`src/rtl/ftbt_pkg.sv`:
```
// Shared widths, codes and record types of the firmware transfer block tracker.
// Used by the channel interfaces and by every tracker module.
package ftbt_pkg;

  localparam int CMD_W   = 2;
  localparam int BLK_W   = 16;
  localparam int LEN_W   = 13;
  localparam int ST_W    = 2;
  localparam int CNT_W   = 13;
  localparam int COFF_W  = 15;
  localparam int FIRST_W = 13;
  localparam int MEM_W   = 24;
  localparam int FLEN_W  = 15;
  localparam int SESS_W  = 2;

  localparam int BLOCK_BYTES  = 16384;
  localparam int MAX_TRANSFER = 4096;
  localparam int BUF_W        = $clog2(BLOCK_BYTES);
  localparam int FILL_W       = BUF_W + 1;

  localparam logic [MEM_W-1:0] MEM_RESET = MEM_W'(8388608);

  localparam logic [CMD_W-1:0] CMD_DOWNLOAD = 2'd0;
  localparam logic [CMD_W-1:0] CMD_UPLOAD   = 2'd1;
  localparam logic [CMD_W-1:0] CMD_MANIFEST = 2'd2;
  localparam logic [CMD_W-1:0] CMD_ABORT    = 2'd3;

  localparam logic [ST_W-1:0] ST_OK        = 2'd0;
  localparam logic [ST_W-1:0] ST_ADDR_ERR  = 2'd1;
  localparam logic [ST_W-1:0] ST_UNKNOWN   = 2'd2;
  localparam logic [ST_W-1:0] ST_NO_STATUS = 2'd3;

  localparam logic [SESS_W-1:0] SESS_NONE = 2'd0;
  localparam logic [SESS_W-1:0] SESS_UP   = 2'd1;
  localparam logic [SESS_W-1:0] SESS_DOWN = 2'd2;

  typedef struct packed {
    logic [SESS_W-1:0] sess;
    logic [MEM_W-1:0]  offset;
    logic [BUF_W-1:0]  buffered;
  } track_t;

  typedef struct packed {
    logic [ST_W-1:0]    status;
    logic [CNT_W-1:0]   upload_count;
    logic [COFF_W-1:0]  copy_offset;
    logic [FIRST_W-1:0] first_part_bytes;
    logic               flush_valid;
    logic [MEM_W-1:0]   flush_offset;
    logic [FLEN_W-1:0]  flush_length;
  } result_t;

endpackage

```
`src/rtl/ftbt_in_if.sv`:
```
// Request channel of the tracker: valid/ready handshake with the item fields.
// Depends on ftbt_pkg for field widths.
interface ftbt_in_if;
  import ftbt_pkg::*;

  logic             valid;
  logic             ready;
  logic [CMD_W-1:0] cmd;
  logic [BLK_W-1:0] block_number;
  logic [LEN_W-1:0] length;

  modport source (output valid, cmd, block_number, length, input ready);
  modport sink   (input valid, cmd, block_number, length, output ready);
endinterface

```
`src/rtl/ftbt_out_if.sv`:
```
// Result channel of the tracker: valid/ready handshake with the result fields.
// Depends on ftbt_pkg for field widths.
interface ftbt_out_if;
  import ftbt_pkg::*;

  logic               valid;
  logic               ready;
  logic [ST_W-1:0]    status;
  logic [CNT_W-1:0]   upload_count;
  logic [COFF_W-1:0]  copy_offset;
  logic [FIRST_W-1:0] first_part_bytes;
  logic               flush_valid;
  logic [MEM_W-1:0]   flush_offset;
  logic [FLEN_W-1:0]  flush_length;

  modport source (output valid, status, upload_count, copy_offset, first_part_bytes,
                  flush_valid, flush_offset, flush_length, input ready);
  modport sink   (input valid, status, upload_count, copy_offset, first_part_bytes,
                  flush_valid, flush_offset, flush_length, output ready);
endinterface

```
`src/rtl/ftbt_step.sv`:
```
// Next-state and result logic for one transaction of the tracker.
// Depends on ftbt_pkg for codes and record types.
module ftbt_step (
  input  logic [ftbt_pkg::CMD_W-1:0] cmd_i,
  input  logic [ftbt_pkg::BLK_W-1:0] block_number_i,
  input  logic [ftbt_pkg::LEN_W-1:0] length_i,
  input  logic [ftbt_pkg::MEM_W-1:0] memory_bytes_i,
  input  ftbt_pkg::track_t           cur_i,
  output ftbt_pkg::track_t           nxt_o,
  output ftbt_pkg::result_t          res_o
);
  import ftbt_pkg::*;

  logic              len_bad;
  logic              opening;
  logic              refuse;
  logic [MEM_W-1:0]  eff_off;
  logic [BUF_W-1:0]  eff_buf;
  logic [MEM_W:0]    up_sum;
  logic              up_end;
  logic [MEM_W-1:0]  up_left;
  logic [LEN_W-1:0]  up_todo;
  logic [MEM_W:0]    used;
  logic [MEM_W+1:0]  dn_sum;
  logic              dn_reach;
  logic              dn_over;
  logic [MEM_W:0]    dn_left;
  logic [LEN_W-1:0]  dn_len;
  logic [FILL_W-1:0] fill;
  logic              dn_split;
  logic [FILL_W-1:0] room;
  logic [LEN_W-1:0]  rest;

  assign len_bad = length_i[0] || (length_i > LEN_W'(MAX_TRANSFER));
  assign opening = (cmd_i == CMD_UPLOAD) ? (cur_i.sess != SESS_UP) : (cur_i.sess != SESS_DOWN);
  assign refuse  = opening && ((block_number_i != '0) || (cur_i.sess != SESS_NONE));
  assign eff_off = opening ? '0 : cur_i.offset;
  assign eff_buf = opening ? '0 : cur_i.buffered;

  assign up_sum  = (MEM_W+1)'(eff_off) + (MEM_W+1)'(length_i);
  assign up_end  = up_sum >= (MEM_W+1)'(memory_bytes_i);
  assign up_left = (eff_off < memory_bytes_i) ? (memory_bytes_i - eff_off) : '0;
  assign up_todo = up_end ? LEN_W'(up_left) : length_i;

  assign used     = (MEM_W+1)'(eff_off) + (MEM_W+1)'(eff_buf);
  assign dn_sum   = (MEM_W+2)'(used) + (MEM_W+2)'(length_i);
  assign dn_reach = dn_sum >= (MEM_W+2)'(memory_bytes_i);
  assign dn_over  = used > (MEM_W+1)'(memory_bytes_i);
  assign dn_left  = (MEM_W+1)'(memory_bytes_i) - used;
  assign dn_len   = dn_reach ? LEN_W'(dn_left) : length_i;

  assign fill     = FILL_W'(eff_buf) + FILL_W'(dn_len);
  assign dn_split = fill >= FILL_W'(BLOCK_BYTES);
  assign room     = FILL_W'(BLOCK_BYTES) - FILL_W'(eff_buf);
  assign rest     = dn_len - LEN_W'(room);

  always_comb begin
    nxt_o = cur_i;
    res_o = '0;
    case (cmd_i)
      CMD_ABORT: begin
        nxt_o.sess   = SESS_NONE;
        res_o.status = ST_NO_STATUS;
      end
      CMD_MANIFEST: begin
        if (cur_i.sess != SESS_DOWN) begin
          res_o.status = ST_UNKNOWN;
        end else begin
          if (cur_i.buffered != '0) begin
            res_o.flush_valid  = 1'b1;
            res_o.flush_offset = cur_i.offset;
            res_o.flush_length = FLEN_W'(cur_i.buffered);
            nxt_o.offset       = cur_i.offset + MEM_W'(cur_i.buffered);
            nxt_o.buffered     = '0;
          end
          nxt_o.sess   = SESS_NONE;
          res_o.status = ST_OK;
        end
      end
      CMD_UPLOAD: begin
        if (len_bad) begin
          res_o.status = ST_ADDR_ERR;
        end else if (refuse) begin
          res_o.status = ST_UNKNOWN;
        end else begin
          nxt_o.offset       = eff_off + MEM_W'(up_todo);
          nxt_o.buffered     = eff_buf;
          nxt_o.sess         = up_end ? SESS_NONE : SESS_UP;
          res_o.status       = ST_NO_STATUS;
          res_o.upload_count = CNT_W'(up_todo);
        end
      end
      default: begin
        if (len_bad) begin
          res_o.status = ST_ADDR_ERR;
        end else if (refuse) begin
          res_o.status = ST_UNKNOWN;
        end else if (dn_reach && dn_over) begin
          res_o.status = ST_ADDR_ERR;
        end else begin
          nxt_o.sess        = SESS_DOWN;
          res_o.status      = ST_OK;
          res_o.copy_offset = COFF_W'(eff_buf);
          if (dn_split) begin
            nxt_o.offset           = eff_off + MEM_W'(BLOCK_BYTES);
            nxt_o.buffered         = BUF_W'(rest);
            res_o.first_part_bytes = FIRST_W'(room);
            res_o.flush_valid      = 1'b1;
            res_o.flush_offset     = eff_off;
            res_o.flush_length     = FLEN_W'(BLOCK_BYTES);
          end else begin
            nxt_o.offset           = eff_off;
            nxt_o.buffered         = BUF_W'(fill);
            res_o.first_part_bytes = FIRST_W'(dn_len);
          end
        end
      end
    endcase
  end

endmodule

```
`src/rtl/ftbt_skid.sv`:
```
// Two-entry result buffer: output register plus skid register.
// Depends on ftbt_pkg for the result record.
module ftbt_skid (
  input  logic              clk_i,
  input  logic              rst_ni,
  input  logic              push_valid_i,
  input  ftbt_pkg::result_t push_data_i,
  output logic              push_ready_o,
  output logic              pop_valid_o,
  output ftbt_pkg::result_t pop_data_o,
  input  logic              pop_ready_i
);
  import ftbt_pkg::*;

  logic    main_valid_q;
  logic    skid_valid_q;
  result_t main_data_q;
  result_t skid_data_q;
  logic    push;
  logic    load_main;

  assign push_ready_o = !skid_valid_q;
  assign push         = push_valid_i && !skid_valid_q;
  assign load_main    = pop_ready_i || !main_valid_q;
  assign pop_valid_o  = main_valid_q;
  assign pop_data_o   = main_data_q;

  always_ff @(posedge clk_i or negedge rst_ni) begin
    if (!rst_ni) begin
      main_valid_q <= 1'b0;
      skid_valid_q <= 1'b0;
    end else if (load_main) begin
      main_valid_q <= skid_valid_q || push;
      skid_valid_q <= 1'b0;
    end else if (push) begin
      skid_valid_q <= 1'b1;
    end
  end

  always_ff @(posedge clk_i) begin
    if (load_main) begin
      main_data_q <= skid_valid_q ? skid_data_q : push_data_i;
    end else if (push) begin
      skid_data_q <= push_data_i;
    end
  end

endmodule

```
`src/rtl/firmware_transfer_block_tracker.sv`:
```
// Top level of the firmware transfer block tracker: APB register, session state, result buffer.
// Depends on ftbt_pkg, ftbt_in_if, ftbt_out_if, ftbt_step and ftbt_skid.
//
// The tracker takes one transaction per clock cycle while the result buffer has room and returns
// one result per transaction, in order, from the buffer's output register. All decisions for a
// transaction are made combinationally from the session registers; the results pass through a
// two-entry buffer, so the request side stalls only when two results wait unread. memory_bytes
// sits at byte address 0 and may be written only while no transaction is outstanding.
module firmware_transfer_block_tracker (
  input  logic              clk_i,
  input  logic              rst_ni,
  input  logic              psel,
  input  logic              penable,
  input  logic              pwrite,
  input  logic [2:0]        paddr,
  input  logic [31:0]       pwdata,
  output logic [31:0]       prdata,
  output logic              pready,
  ftbt_in_if.sink           in_i,
  ftbt_out_if.source        out_o
);
  import ftbt_pkg::*;

  logic [MEM_W-1:0] mem_q;
  track_t           track_q;
  track_t           track_d;
  result_t          res;
  result_t          out_data;
  logic             accept;
  logic             cfg_write;

  assign pready    = 1'b1;
  assign cfg_write = psel && penable && pwrite && !paddr[2];
  assign prdata    = paddr[2] ? '0 : 32'(mem_q);

  always_ff @(posedge clk_i or negedge rst_ni) begin
    if (!rst_ni) begin
      mem_q <= MEM_RESET;
    end else if (cfg_write) begin
      mem_q <= pwdata[MEM_W-1:0];
    end
  end

  ftbt_step u_step (
    .cmd_i          (in_i.cmd),
    .block_number_i (in_i.block_number),
    .length_i       (in_i.length),
    .memory_bytes_i (mem_q),
    .cur_i          (track_q),
    .nxt_o          (track_d),
    .res_o          (res)
  );

  assign accept = in_i.valid && in_i.ready;

  always_ff @(posedge clk_i or negedge rst_ni) begin
    if (!rst_ni) begin
      track_q <= '{sess: SESS_NONE, offset: '0, buffered: '0};
    end else if (accept) begin
      track_q <= track_d;
    end
  end

  ftbt_skid u_skid (
    .clk_i        (clk_i),
    .rst_ni       (rst_ni),
    .push_valid_i (in_i.valid),
    .push_data_i  (res),
    .push_ready_o (in_i.ready),
    .pop_valid_o  (out_o.valid),
    .pop_data_o   (out_data),
    .pop_ready_i  (out_o.ready)
  );

  assign out_o.status           = out_data.status;
  assign out_o.upload_count     = out_data.upload_count;
  assign out_o.copy_offset      = out_data.copy_offset;
  assign out_o.first_part_bytes = out_data.first_part_bytes;
  assign out_o.flush_valid      = out_data.flush_valid;
  assign out_o.flush_offset     = out_data.flush_offset;
  assign out_o.flush_length     = out_data.flush_length;

endmodule
```
`src/flat_wrapper.sv`:
```
// flat-port wrapper written by rule: the top's interface ports become plain ports
module firmware_transfer_block_tracker_flat import ftbt_pkg::*;
  (clk_i, rst_ni, psel, penable, pwrite, paddr, pwdata, prdata, pready, in_i_valid, in_i_cmd, in_i_block_number, in_i_length, in_i_ready, out_o_valid, out_o_status, out_o_upload_count, out_o_copy_offset, out_o_first_part_bytes, out_o_flush_valid, out_o_flush_offset, out_o_flush_length, out_o_ready);
  ftbt_in_if in_i_i ();
  ftbt_out_if out_o_i ();
  input  logic clk_i;
  input  logic rst_ni;
  input  logic psel;
  input  logic penable;
  input  logic pwrite;
  input  logic [2:0] paddr;
  input  logic [31:0] pwdata;
  output logic [31:0] prdata;
  output logic pready;
  input wire logic [$bits(in_i_i.valid)-1:0] in_i_valid;
  input wire logic [$bits(in_i_i.cmd)-1:0] in_i_cmd;
  input wire logic [$bits(in_i_i.block_number)-1:0] in_i_block_number;
  input wire logic [$bits(in_i_i.length)-1:0] in_i_length;
  output wire logic [$bits(in_i_i.ready)-1:0] in_i_ready;
  output wire logic [$bits(out_o_i.valid)-1:0] out_o_valid;
  output wire logic [$bits(out_o_i.status)-1:0] out_o_status;
  output wire logic [$bits(out_o_i.upload_count)-1:0] out_o_upload_count;
  output wire logic [$bits(out_o_i.copy_offset)-1:0] out_o_copy_offset;
  output wire logic [$bits(out_o_i.first_part_bytes)-1:0] out_o_first_part_bytes;
  output wire logic [$bits(out_o_i.flush_valid)-1:0] out_o_flush_valid;
  output wire logic [$bits(out_o_i.flush_offset)-1:0] out_o_flush_offset;
  output wire logic [$bits(out_o_i.flush_length)-1:0] out_o_flush_length;
  input wire logic [$bits(out_o_i.ready)-1:0] out_o_ready;
  assign in_i_i.valid = in_i_valid;
  assign in_i_i.cmd = in_i_cmd;
  assign in_i_i.block_number = in_i_block_number;
  assign in_i_i.length = in_i_length;
  assign in_i_ready = in_i_i.ready;
  assign out_o_valid = out_o_i.valid;
  assign out_o_status = out_o_i.status;
  assign out_o_upload_count = out_o_i.upload_count;
  assign out_o_copy_offset = out_o_i.copy_offset;
  assign out_o_first_part_bytes = out_o_i.first_part_bytes;
  assign out_o_flush_valid = out_o_i.flush_valid;
  assign out_o_flush_offset = out_o_i.flush_offset;
  assign out_o_flush_length = out_o_i.flush_length;
  assign out_o_i.ready = out_o_ready;
  firmware_transfer_block_tracker u_core (.clk_i(clk_i), .rst_ni(rst_ni), .psel(psel), .penable(penable), .pwrite(pwrite), .paddr(paddr), .pwdata(pwdata), .prdata(prdata), .pready(pready), .in_i(in_i_i), .out_o(out_o_i));
endmodule
```
`config.mk`:
```
export PLATFORM = sky130hd
export DESIGN_NAME = firmware_transfer_block_tracker_flat
export DESIGN_NICKNAME = d
export VERILOG_FILES = /design/src/rtl/ftbt_pkg.sv /design/src/rtl/ftbt_in_if.sv /design/src/rtl/ftbt_out_if.sv /design/src/rtl/ftbt_step.sv /design/src/rtl/ftbt_skid.sv /design/src/rtl/firmware_transfer_block_tracker.sv /design/src/flat_wrapper.sv
export SDC_FILE = /design/constraint.sdc
export NUM_CORES = 1
export LEC_CHECK = 0
export ABC_AREA = 1
export BUFFER_PORTS_ARGS = -buffer_cell sky130_fd_sc_hd__buf_2
export CORE_MARGIN = 2
export CORE_UTILIZATION = 44
export CTS_CLUSTER_SIZE = 20
export DETAILED_ROUTE_END_ITERATION = 8
export SETUP_SLACK_MARGIN = 0.5
export SYNTH_ARGS = -nofsm -noshare
export SYNTH_HDL_FRONTEND = slang
export SYNTH_SLANG_ARGS = --single-unit
```
`constraint.sdc`:
```
create_clock -name clk_i -period 11.7 [get_ports clk_i]
set_clock_uncertainty 0.1 [all_clocks]
set_input_delay 1.17 -clock clk_i [delete_from_list [all_inputs] [get_ports clk_i]]
set_output_delay 1.17 -clock clk_i [all_outputs]
set_load 0.02 [all_outputs]
```
==> metrics.cfg <==
[yosys]
seq_area_frac_synth = 0.337
synthesis.area_mm2 = 0.0195
syn_area_per_cell_um2 = 7.53
ys_warn_count = 0
synth.distinct_cells = 70
ys.flop_type = edfxtp_1
ys_seq_elements = 230
synth_edf_count = 164
postSynthCellCount = 2592
ys_async_sr_fraction = 0.287

[placed_design]
place_ws_ns = 1.42
place.port_buffers = 170
gp_congestion = 0.960
dp_hpwl_um = 51200

[detailed_routing]
drt-initial-drc-count = 1495
via_count = 18600
routedWlPerCell_um = 18.6
detail-route-antenna-nets = 0
dr.pass1.iters = 6
drc = 0
routed_wl_um = 64100
vias_per_cell = 5.40

[clock_network]
clockBufferDepth = 3
cts_setup_buffers = 0
worstSkewPairLatency_ns = 0.55
cts_tree = built
htree_num_levels = 1
clkTransAtPathRegs_ns = 0.06
hold_buffers = 0
root_buffer = clkbuf_16
ctsResizeCount = 0
cts.sinks = 230
cts-buffers-inserted = 27

[floorplan]
io_pins = 191
core_region_area_mm2 = 0.0440
die_x_um = 215
die_h_um = 215
dieArea_mm2 = 0.0461
initial_core_util = 0.444
rows = 77

[setup_path]
cpPeakStageDelay_ns = 0.39
cp_slowest_cell = nor2_1
critical_path_class = primary input to flip-flop
crit_path_start_kind = primary input
cp-end-kind = flip-flop
r2r_start = u_core.track_q[39]
crit_start = in_i_cmd[1]
cpMostUsedCell = nand2_1
rr_worst_depth = 61
critPathMaxFanout = 12
critPathRequiredTime_ns = 12.08
critical_path_arrival_ns = 10.24

[timing]
fin_crit_ns = 9.87
tightest_slew_ns = 1.10
fin_ws_ns = 1.83
fin_crit_sh = 0.843
finalSetupViolCount = 0
grt_setup_unrepaired = no
fin_tns_setup_ns = 0
maxSlewViolCount = 0
maxSlewHeadroom = 0.266
hold_violations = 0
fmax_mhz = 101

[grt]
use_met2 = 0.402
met1_usage = 0.406
grt_pass1_wl_um = 98600
overflow = 0
grt_max_degree = 86
antenna_found_initial = 0
use_met3 = 0.0335
grt_pass1_vias = 17600
grtUsageTotal = 0.272
grt.busiest_layer = met1

[hold_path]
min_path_type = flip-flop to flip-flop
hold_depth = 2
worstHoldStart = u_core.u_skid.skid_data_q[6]

[power_and_ir_drop]
power_leakage_nw = 11.2
p_per_area_mw_per_mm2 = 220
peakVddDrop_v = 0.000137

[run_status]
outcome = finished clean

[finish]
fin_util = 0.512
fill_cells = 4336
drive_gt1_frac = 0.141
finalNetCount = 3118
syn_to_final_growth_pct = 15.3
n_antenna_cell = 0

[run]
max_cap_viol_count = 0

## through the flow
step / cells / instance area, µm² / power, mW / hold WS, ns
final: 3450 / 22500 / 4.96 / 0.418
after floorplan: 2600 / 19600 / 3.16 / 0.391
after detailed placement: 3400 / 21700 / 4.08 / 0.404
after global routing: 3450 / 22500 / 5.36 / 0.441
after global placement: 3400 / 21700 / 4.01 / 0.403
after CTS: 3450 / 22500 / 4.92 / 0.418
## per-layer routing
| metal | vias to the layer above | share of wire |
|---|---|---|
| met5 | - | 0 |
| met1 | 8700 | 0.48 |
| met3 | 104 | 0.071 |
| met4 | 0 | 0.036 |
| li1 | 9128 | - |
| met2 | 715 | 0.41 |
## worst max-delay path, delay by kind of cell
kind | cells | cell delay, ns
compound gates | 20 | 2.93
xor+xnor | 2 | 0.29
fa+ha+maj | 7 | 1.94
buf+inv | 9 | 0.81
simple gates | 26 | 3.05
## flip-flops by register name (all words and copies together), names as in the netlist
| register | flops |
|---|---|
| u_core.u_skid.pop_data_o | 82 |
| u_core.u_skid.skid_data_q | 82 |
| u_core.track_q | 40 |
| u_core.mem_q | 24 |
| u_core.u_skid.pop_valid_o | 1 |
| u_core.u_skid.skid_valid_q | 1 |
## path summary, 6_finish.rpt
kind | end | slack (ns)
setup / recovery | u_core.track_q[12] | 1.83
hold / removal | u_core.u_skid.pop_data_o[6] | 0.42
setup reg to reg | u_core.track_q[12] | 2.35
hold reg to reg | u_core.u_skid.pop_data_o[6] | 0.42
max in group asynchronous | u_core.u_skid.skid_valid_q | 9.82
min in group asynchronous | u_core.track_q[32] | 0.61
## area by class of cell
type	instances	area, µm²	area share
timing repair buffer	284	1740	0.0774
multi-input combinational	1948	11300	0.502
clock inverter	12	101	0.00450
inverter	346	1300	0.0578
clock buffer	38	757	0.0336
tap	592	741	0.0329
sequential	230	6580	0.292
## where the power goes
group	switching, mW	internal [mW]	leakage, nW
registers	0.154	1.01	2.41
logic	1.93	1.05	8.40
clock network	0.346	0.473	0.412
total	2.43	2.54	11.2
## cells in the final DEF (no fill, tap or decap), drive strengths merged, types with 8 or more instances in the layout
master / n
nand4: 33
xnor2: 24
nand2: 609
nor3: 27
ha: 201
o21ai: 155
edfxtp: 164
xor2: 71
clkbuf: 38
a21oi: 233
buf: 284
o211ai: 34
nor4: 9
conb: 10
clkinv: 8
dfrtp: 65
nor2: 313
inv: 346
o21bai: 12
nand3: 124
a22oi: 12
a31oi: 8
## kinds of logic (layout without fill, tap and decap cells)
family                     Yosys count  after routing  synth area share
and+or+nand+nor                   1128           1128             0.249
xor gates and xnor gates            95             95            0.0436
other                                2             10          0.000385
muxes                                1              1          0.000513
DFF                                230            230             0.337
AOI/OAI and AO/OA                  506            506             0.147
buffers and inverters              422            680            0.0868
adders and majority gates          208            208             0.136
## cells in the mapped netlist, types with 10 or more instances
| library cell | number | area [µm²] |
|---|---|---|
| nand4_1 | 33 | 206 |
| o21bai_1 | 11 | 82.6 |
| buf_4 | 12 | 90.1 |
| nand2_2 | 11 | 68.8 |
| a21oi_1 | 233 | 1170 |
| nand3_1 | 117 | 586 |
| a22oi_1 | 12 | 90.1 |
| xnor2_1 | 24 | 210 |
| xor2_1 | 70 | 613 |
| buf_2 | 12 | 60.1 |
| inv_1 | 333 | 1250 |
| nor2_4 | 22 | 248 |
| dfrtp_1 | 65 | 1630 |
| nand2_1 | 591 | 2220 |
| inv_2 | 10 | 37.5 |
| edfxtp_1 | 164 | 4920 |
| clkbuf_1 | 40 | 150 |
| ha_1 | 201 | 2510 |
| nor3_1 | 26 | 130 |
| nor2_1 | 288 | 1080 |
| o211ai_1 | 34 | 255 |
| o21ai_0 | 144 | 721 |
No activity file was read; power rests on OpenSTA's default activity.
